--- src/rtl/shower_top5_energy_tracker_macros.svh ---
// Assertion helpers included by the tracker top level.
`ifndef SHOWER_TOP5_ENERGY_TRACKER_MACROS_SVH
`define SHOWER_TOP5_ENERGY_TRACKER_MACROS_SVH

// Checked on every rising edge of clk_i outside reset.
`define SHWT_ASSERT(lbl, prop, msg) \
  lbl: assert property (@(posedge clk_i) disable iff (!rst_ni) prop) else $error(msg);

// Checked on every rising edge of clk_i, reset included.
`define SHWT_ASSERT_ALWAYS(lbl, prop, msg) \
  lbl: assert property (@(posedge clk_i) prop) else $error(msg);

`endif

--- src/rtl/shwt_pkg.sv ---
package shwt_pkg;

  localparam int unsigned EnergyW = 18;
  localparam int unsigned CountW  = 8;
  localparam int unsigned SumW    = 24;
  localparam int unsigned Shown   = 5;

  localparam logic [EnergyW-1:0] CutReset = 18'd529;
  localparam logic [CountW-1:0]  CountMax = 8'd255;
  localparam logic [SumW-1:0]    SumMax   = 24'hFFFFFF;

  // One shower item as held in the input register.
  typedef struct packed {
    logic               present;
    logic [EnergyW-1:0] energy;
    logic               hot;
    logic               status;
    logic               last;
  } shwt_item_t;

endpackage

--- src/rtl/shwt_accum.sv ---
module shwt_accum #(
  parameter int unsigned TOP_K = 5
) (
  input  logic                            clk_i,
  input  logic                            rst_ni,
  input  logic                            upd_i,
  input  shwt_pkg::shwt_item_t            item_i,
  input  logic [shwt_pkg::EnergyW-1:0]    cut_i,
  output logic [shwt_pkg::CountW-1:0]     count_o,
  output logic [shwt_pkg::SumW-1:0]       sum_o,
  output logic [shwt_pkg::EnergyW-1:0]    top_o [TOP_K]
);
  import shwt_pkg::*;

  logic [CountW-1:0]  count_q, count_d, count_n;
  logic [SumW-1:0]    sum_q, sum_d, sum_n;
  logic [SumW:0]      sum_wide;
  logic [EnergyW-1:0] top_q [TOP_K];
  logic [EnergyW-1:0] top_d [TOP_K];
  logic [EnergyW-1:0] top_n [TOP_K];
  logic [TOP_K-1:0]   gt;
  logic               good;

  assign good = item_i.present && !item_i.hot && item_i.status && (item_i.energy > cut_i);

  assign sum_wide = {1'b0, sum_q} + {{(SumW+1-EnergyW){1'b0}}, item_i.energy};
  assign sum_n    = sum_wide[SumW] ? SumMax : sum_wide[SumW-1:0];
  assign count_n  = (count_q == CountMax) ? count_q : count_q + 8'd1;

  // The kept list is descending, so gt is a thermometer code: the first set
  // bit is the insert slot and every slot below it shifts down by one.
  for (genvar i = 0; i < TOP_K; i++) begin : g_slot
    assign gt[i] = item_i.energy > top_q[i];
    if (i == 0) begin : g_head
      assign top_n[i] = gt[i] ? item_i.energy : top_q[i];
    end else begin : g_tail
      assign top_n[i] = !gt[i] ? top_q[i] : (gt[i-1] ? top_q[i-1] : item_i.energy);
    end
    assign top_o[i] = good ? top_n[i] : top_q[i];
  end

  assign count_o = good ? count_n : count_q;
  assign sum_o   = good ? sum_n : sum_q;

  always_comb begin
    count_d = count_q;
    sum_d   = sum_q;
    top_d   = top_q;
    if (upd_i) begin
      if (item_i.last) begin
        // summary goes out this cycle, start the next event empty
        count_d = '0;
        sum_d   = '0;
        for (int k = 0; k < TOP_K; k++) top_d[k] = '0;
      end else begin
        count_d = count_o;
        sum_d   = sum_o;
        top_d   = top_o;
      end
    end
  end

  always_ff @(posedge clk_i or negedge rst_ni) begin
    if (!rst_ni) begin
      count_q <= '0;
      sum_q   <= '0;
      for (int k = 0; k < TOP_K; k++) top_q[k] <= '0;
    end else begin
      count_q <= count_d;
      sum_q   <= sum_d;
      top_q   <= top_d;
    end
  end

endmodule

--- src/rtl/shower_top5_energy_tracker.sv ---
// Channel | Signals                                   | Direction
// in      | in_valid_i / in_stall_o, five shower fields | shower items in
// out     | out_valid_o / out_stall_i, seven summary fields | one summary per event
// cfg     | cfg_we_i, cfg_wdata_i                     | energy cut write
// An item enters the input register and is then folded into the event state;
// the edge that folds a last item also loads its summary into the result register.
// One item per cycle, except while a stalled summary holds a last item;
// the single-pass compare/shift/add sets the pace.
// Reset clears the event state and loads the cut with 529.
// Only a last item waiting on a full, stalled result register holds the input.
module shower_top5_energy_tracker #(
  parameter int unsigned TOP_K = 5
) (
  input  logic                          clk_i,
  input  logic                          rst_ni,
  input  logic                          cfg_we_i,
  input  logic [shwt_pkg::EnergyW-1:0]  cfg_wdata_i,
  input  logic                          in_valid_i,
  output logic                          in_stall_o,
  input  logic                          present_i,
  input  logic [shwt_pkg::EnergyW-1:0]  shower_energy_i,
  input  logic                          hot_flag_i,
  input  logic                          status_ok_i,
  input  logic                          event_end_i,
  output logic                          out_valid_o,
  input  logic                          out_stall_i,
  output logic [shwt_pkg::CountW-1:0]   good_count_o,
  output logic [shwt_pkg::SumW-1:0]     energy_total_o,
  output logic [shwt_pkg::EnergyW-1:0]  largest1_o,
  output logic [shwt_pkg::EnergyW-1:0]  largest2_o,
  output logic [shwt_pkg::EnergyW-1:0]  largest3_o,
  output logic [shwt_pkg::EnergyW-1:0]  largest4_o,
  output logic [shwt_pkg::EnergyW-1:0]  largest5_o
);
  import shwt_pkg::*;

  `include "shower_top5_energy_tracker_macros.svh"

  logic [EnergyW-1:0] cut_q;
  logic               s1_valid_q;
  shwt_item_t         s1_q;
  logic               hold;
  logic               upd;
  logic               load;

  logic [CountW-1:0]  acc_count;
  logic [SumW-1:0]    acc_sum;
  logic [EnergyW-1:0] acc_top [TOP_K];
  logic [EnergyW-1:0] shown [Shown];

  logic               out_valid_q;
  logic [CountW-1:0]  count_q;
  logic [SumW-1:0]    sum_q;
  logic [EnergyW-1:0] big_q [Shown];

  // Hold a last item while the previous summary is still stalled.
  assign hold       = s1_valid_q && s1_q.last && out_valid_q && out_stall_i;
  assign in_stall_o = hold;
  assign upd        = s1_valid_q && !hold;
  assign load       = upd && s1_q.last;

  always_ff @(posedge clk_i or negedge rst_ni) begin
    if (!rst_ni) begin
      cut_q <= CutReset;
    end else if (cfg_we_i) begin
      cut_q <= cfg_wdata_i;
    end
  end

  always_ff @(posedge clk_i or negedge rst_ni) begin
    if (!rst_ni) begin
      s1_valid_q <= 1'b0;
    end else if (!hold) begin
      s1_valid_q <= in_valid_i;
    end
  end

  always_ff @(posedge clk_i) begin
    if (in_valid_i && !hold) begin
      s1_q.present <= present_i;
      s1_q.energy  <= shower_energy_i;
      s1_q.hot     <= hot_flag_i;
      s1_q.status  <= status_ok_i;
      s1_q.last    <= event_end_i;
    end
  end

  shwt_accum #(
    .TOP_K (TOP_K)
  ) u_accum (
    .clk_i   (clk_i),
    .rst_ni  (rst_ni),
    .upd_i   (upd),
    .item_i  (s1_q),
    .cut_i   (cut_q),
    .count_o (acc_count),
    .sum_o   (acc_sum),
    .top_o   (acc_top)
  );

  for (genvar i = 0; i < Shown; i++) begin : g_shown
    if (i < TOP_K) begin : g_kept
      assign shown[i] = acc_top[i];
    end else begin : g_pad
      assign shown[i] = '0;
    end
  end

  always_ff @(posedge clk_i or negedge rst_ni) begin
    if (!rst_ni) begin
      out_valid_q <= 1'b0;
    end else if (load) begin
      out_valid_q <= 1'b1;
    end else if (!out_stall_i) begin
      out_valid_q <= 1'b0;
    end
  end

  always_ff @(posedge clk_i) begin
    if (load) begin
      count_q <= acc_count;
      sum_q   <= acc_sum;
      big_q   <= shown;
    end
  end

  assign out_valid_o    = out_valid_q;
  assign good_count_o   = count_q;
  assign energy_total_o = sum_q;
  assign largest1_o     = big_q[0];
  assign largest2_o     = big_q[1];
  assign largest3_o     = big_q[2];
  assign largest4_o     = big_q[3];
  assign largest5_o     = big_q[4];

  `SHWT_ASSERT(a_stall_cause, in_stall_o |-> (out_valid_o && out_stall_i && s1_valid_q), "input held without a stalled summary")
  `SHWT_ASSERT(a_rise_on_last, $rose(out_valid_o) |-> $past(s1_valid_q && s1_q.last), "summary without a last item")
  `SHWT_ASSERT(a_descending, out_valid_o |-> (largest1_o >= largest2_o && largest2_o >= largest3_o && largest3_o >= largest4_o && largest4_o >= largest5_o), "summary energies out of order")
  `SHWT_ASSERT(a_empty_event, (out_valid_o && good_count_o == '0) |-> (energy_total_o == '0 && largest1_o == '0), "empty event with nonzero energy")
  `SHWT_ASSERT_ALWAYS(a_reset_idle, !rst_ni |=> !out_valid_o, "summary valid during reset")

endmodule

--- config.mk ---
export PLATFORM = sky130hd
export DESIGN_NAME = shower_top5_energy_tracker
export DESIGN_NICKNAME = d
export VERILOG_FILES = /design/src/rtl/shwt_pkg.sv /design/src/rtl/shwt_accum.sv /design/src/rtl/shower_top5_energy_tracker.sv
export VERILOG_INCLUDE_DIRS = /design/src /design/src/rtl
export SDC_FILE = /design/constraint.sdc
export NUM_CORES = 1
export LEC_CHECK = 0
export ABC_AREA = 0
export CAP_MARGIN = 0
export CORE_MARGIN = 8
export CORE_UTILIZATION = 39
export DETAILED_ROUTE_END_ITERATION = 12
export DONT_BUFFER_PORTS = 1
export PLACE_DENSITY = 0.6
export SLEW_MARGIN = 20
export SYNTH_ARGS = -nofsm -noshare
export SYNTH_HDL_FRONTEND = slang
export SYNTH_HIERARCHICAL = 1
export SYNTH_SLANG_ARGS = --single-unit
--- constraint.sdc ---
create_clock -name clk_i -period 7.6 [get_ports clk_i]
set_clock_uncertainty 0.1 [all_clocks]
set_input_delay 0.38 -clock clk_i [delete_from_list [all_inputs] [get_ports clk_i]]
set_output_delay 0.38 -clock clk_i [all_outputs]
set_load 0.02 [all_outputs]
# After elaboration in Yosys (flattened, before gate mapping)
# Cells that the tools add are included.
# word_totals
latch_bits	0
ramBits	0
in_bits	45
out_inout_bits	124
rom_bits	0
regBits	286
memories	0
# classes
n_reduce_logical	11
n_div	0
bitwise_logic	0
mux	23
n_shift	0
order_cmp	6
n_mul	0
addsub	2
n_eq_ne	2
# op_table
operator	count
18-bit two-way mux	14
18-bit > comparator	6
90-bit two-way mux	1
24-bit two-way mux	3
24-bit by 18-bit adder with 25-bit output	1
8-bit two-way mux	3
1-bit logical AND	9
8-bit by 1-bit adder with 8-bit output (second input constant)	1
8-bit equality test (second input constant)	1
1-bit logical NOT	2
1-bit two-way mux	2
2-bit by 1-bit != test with 1-bit output (second input constant)	1

# Longest topological paths before layout
# logic_depth
ltp_word	7
ltp_mapped	14

# Cells and area by module
# The synthesis kept the hierarchy.
# by_module_without_submodules
module	instances	cells_each	area_each_um2
shwt_accum	1	1336	10890.4
shower_top5_energy_tracker	1	194	5148.7

# Worst setup path before layout
# Ideal clock, no wire load.
# synth_timing
path_type	flip-flop to flip-flop
from	register out_valid_q, in the netlist out_valid_o
to	register sum_q[0], in the netlist energy_total_o[0] (enable)
n_path_buf	0
setup_time_ns	0.644
path_slack_ns	0.439
period_less_slack_ns	7.161
t_arrival_ns	6.417
stages_incl_launch_ff	2
cell_sequence	dfrtp_1 a21oi_1
# synth_via
elab_chain_len	5
# synth_lines
element	line_no	source
start, declared	shower_top5_energy_tracker.sv:51	logic out_valid_q;
start signal, assigned	shower_top5_energy_tracker.sv:111	out_valid_q <= 1'b0;
start signal, assigned	shower_top5_energy_tracker.sv:113	out_valid_q <= 1'b1;
start signal, assigned	shower_top5_energy_tracker.sv:115	out_valid_q <= 1'b0;
1-bit logical AND (2 in a row)	shower_top5_energy_tracker.sv:57	assign hold = s1_valid_q && s1_q.last && out_valid_q && out_stall_i;
1-bit logical NOT	shower_top5_energy_tracker.sv:59	assign upd = s1_valid_q && !hold;
1-bit logical AND	shower_top5_energy_tracker.sv:59	
1-bit logical AND	shower_top5_energy_tracker.sv:60	assign load = upd && s1_q.last;
via load	shower_top5_energy_tracker.sv:44	logic load;
end signal, assigned	shower_top5_energy_tracker.sv:122	sum_q <= acc_sum;
end, declared	shower_top5_energy_tracker.sv:53	logic [SumW-1:0] sum_q;
# The timed path passes the listed nets, and every way through them passes these cells.
# A chain may end at the register's enable or synchronous reset.

# Final worst setup path
# layout_timing
from	register s1_q[8] in the netlist's numbering
to	register u_accum/top_q[66] in the netlist's numbering
# layout_via
elab_chain_len	5
word_cells_on_any_way	8
# layout_lines
element	line_no	source
start, declared	shower_top5_energy_tracker.sv:41	shwt_item_t s1_q;
18-bit > comparator	shwt_accum.sv:33	assign gt[i] = item_i.energy > top_q[i];
18-bit two-way mux (2 in a row)	shwt_accum.sv:37	assign top_n[i] = !gt[i] ? top_q[i] : (gt[i-1] ? top_q[i-1] : item_i.energy);
18-bit two-way mux *	shwt_accum.sv:39	assign top_o[i] = good ? top_n[i] : top_q[i];
90-bit two-way mux *	shwt_accum.sv:50	if (item_i.last) begin
end signal, assigned	shwt_accum.sv:71	top_q <= top_d;
end, declared	shwt_accum.sv:18	logic [EnergyW-1:0] top_q [TOP_K];
# Mark *: on every way between the ends. The rest lies on a longest branch, timed or not.

==> reports/results.ini <==
[run_status]
status=completed

[worst_setup_path]
crit_buf_inv=1
cp.depth=10
r2r_cells=10
start_kind=register
cp_cell_sequence=ha_1 > a21oi_1 > o21ai_0 > a221oi_1 > nor3_1 > o41ai_4 > buf_4 > a211o_1 > a21o_1 > o2bb2ai_1
criticalPathCategory=reg -> reg
cp_max_fo=38
reg2reg_slack_ns=3.08
worst_ep_required_time_ns=7.98
critPathMaxStageDelay_ns=0.85
cpMaxStageDelayCell=a211o_1
arrival_ns=4.90
endpoint_kind=register
path_delay_family=compound AO/OA/AOI/OAI gates

[detailed_routing]
ant_nets=0
routedWlPerCell_um=22.0
remaining_drc_errors=0
first_iter_violations=969
route.vias.total=12100
firstDrtPassIters=5
viasPerCell=5.67
wl_um=46900

[sta]
hold_viol_final=0
relSlewSlack_pct=31.1
holdWs_ns=0.256
fin_crit_sh_pct=59.4
fin_tns_setup_ns=0
setup_viol=0
fmax_mhz=221
rsz0062_at_grt=false
fin_crit_ns=4.52
fin_ws_ns=3.08
drv_slew=0
worstMarginPinSlew_ns=1.03

[synthesis]
synth-main-ff-cell=edfxtp_1
ys_types=74
synth_area_sq_um=16000
synth_warnings=6
netlist_instances=1530
synth_edf_count=144
synth_async_sr_flop_share_pct=49.7
syn-num-nets=1703
synth_seq_area_share_pct=49.1
synth-seq-cells=286
syn_area_per_cell_sq_um=10.5

[floorplan]
initial_core_util_pct=39.4
coreArea_sq_um=40700
die_y_um=219
floorplan.rows=74
design.portCount=169
dieArea_sq_um=47900
fp.dieW_um=219

[place]
placed_area_sq_um=16500
port_buffers=0
pre_cts_slack_ns=3.16
hpwl_um=32200
gp_congestion=0.869

[clocking]
clockBufferDepth=3
cts_setup_buffers=0
cts_made_buffers=31
h-tree-depth=1
clk_pin_slew_ns=0.06
cts_tree=done
cts_sinks=286
clock-root-buffer=clkbuf_16
insertion_delay_ns=0.58

[global_routing]
grt_max_degree=143
grt_overflow_total=0
grt_pass1_wl_um=71900
antenna_found_initial=0
grt_pass1_vias=11900
grt_use_total_pct=19.2

[cells_and_area]
drive_gt1_share_pct=8.02
final_nets=1744
area_delta_synth_final_pct=13.7
fin_area_sq_um=18200
diodes=0

[job]
max_cap_viol_count=0

[power_and_ir_drop]
peakVddDrop_uv=209
power_leakage_uw=0.00762
powerDensity_nw_per_um2=262
p_total_uw=4770

[worst_hold_path]
hold_depth=2
hold_path.class=in -> reg

==> stage by stage <==
step	utilization (%)	cells
after CTS	44.8	2128
after global routing	44.8	2128
after floorplan	-	1530
after detailed placement	40.6	2007
after global placement	40.6	2007
final	44.8	2128
==> flip-flops by register name, summed over array words and instances (netlist names) <==
| signal | cells |
|---|---|
| out_valid_o | 1 |
| largest2_o | 18 |
| largest3_o | 18 |
| good_count_o | 8 |
| u_accum/top_q | 90 |
| largest1_o | 18 |
| energy_total_o | 24 |
| largest4_o | 18 |
| s1_valid_q | 1 |
| u_accum/count_q | 8 |
| u_accum/sum_q | 24 |
| largest5_o | 18 |
| s1_q | 22 |
| cut_q | 18 |
==> cell usage in the layout (no fill, tap or decap), drive strengths merged, types with 12 or more instances in the layout <==
master	instances
nor2b	12
buf	25
inv	124
clkbuf	39
dfrtp	139
nand2	186
mux2	21
a21oi	106
o2bb2ai	24
mux2i	60
a31oi	20
dlygate4sd3	62
nand4	25
a21o	43
a22o	30
ha	127
nor2	72
edfxtp	144
o21ai	97
nand3	36
o221ai	55
==> routing by layer <==
metal | track usage (%) | part of all wire (%) | wire length (um) | vias to the layer above
li1 | - | - | - | 5701
met1 | 25.5 | 44 | 20600 | 5942
met2 | 31.6 | 47 | 22100 | 367
met3 | 3.18 | 6.0 | 2810 | 65
met4 | 6.14 | 2.8 | 1310 | 0
met5 | 0 | 0 | 0 | -
==> repair_timing <==
item | 4_1_cts | 5_1_grt
endpoints found under the hold margin | 184 | 0
endpoints found under the setup margin | 0 | 0
resized for setup | 0 | 0
hold buffers | 63 | 0
==> where the power goes <==
part	switching [uW]	total, uW	internal, uW
Sequential	272	2140	1870
Combinational	635	1080	444
Clock	638	1550	914
Total	1550	4770	3230
==> kinds of logic after synthesis <==
kind of cell,share of synthesized area (%)
AOI/OAI and AO/OA,17.9
and+or+nand+nor,11.1
DFF,49.1
buffers and inverters,5.26
adders and majority gates,10.0
muxes,5.45
xor gates and xnor gates,1.09
==> layout make-up <==
class	instances	area, sq um
clock buffer	39	836
sequential	286	7880
tap	532	666
fill	3801	22500
inverter	122	458
clock inverter	19	209
multi-input combinational	1043	7360
timing repair buffer	87	828
==> worst paths after layout <==
kind / to / start
min in group asynchronous: cut_q[2]$_DFFE_PN0P_ / rst_ni
max: u_accum/top_q[66]$_DFFE_PN0P_ / s1_q[8]$_DFFE_PP_
min: s1_q[0]$_DFFE_PP_ / in_valid_i
max in group asynchronous: u_accum/top_q[65]$_DFFE_PN0P_ / rst_ni
max reg2reg: u_accum/top_q[66]$_DFFE_PN0P_ / s1_q[8]$_DFFE_PP_
min reg2reg: u_accum/top_q[88]$_DFFE_PN0P_ / u_accum/top_q[88]$_DFFE_PN0P_
==> worst reg2reg max path, cell delays in order, from the launching register on <==
cell	delay [ns]
edfxtp_1	0.83
ha_1	0.38
a21oi_1	0.15
o21ai_0	0.09
a221oi_1	0.30
nor3_1	0.13
o41ai_4	0.22
buf_4	0.45
a211o_1	0.90
a21o_1	0.67
o2bb2ai_1	0.19
==> cells in the mapped netlist (all sizes together) (9+ instances only) <==
library cell | number | area [sq um]
dfrtp | 139 | 3480
xor2 | 9 | 78.8
nor2 | 72 | 270
mux2i | 60 | 601
and3 | 10 | 62.6
ha | 127 | 1590
edfxtp | 144 | 4320
a21o | 43 | 323
a31oi | 20 | 125
o221ai | 55 | 482
a21oi | 106 | 534
inv | 122 | 458
o2bb2ai | 24 | 210
nor2b | 12 | 75.1
o21ai | 97 | 489
and2 | 10 | 62.6
a22o | 30 | 263
nand2 | 186 | 701
nand3 | 36 | 180
clkbuf | 46 | 173
buf | 33 | 213
mux2 | 21 | 274
xnor2 | 11 | 96.3
nand4 | 25 | 156
Note: power is estimated with default switching activity, not from simulation.
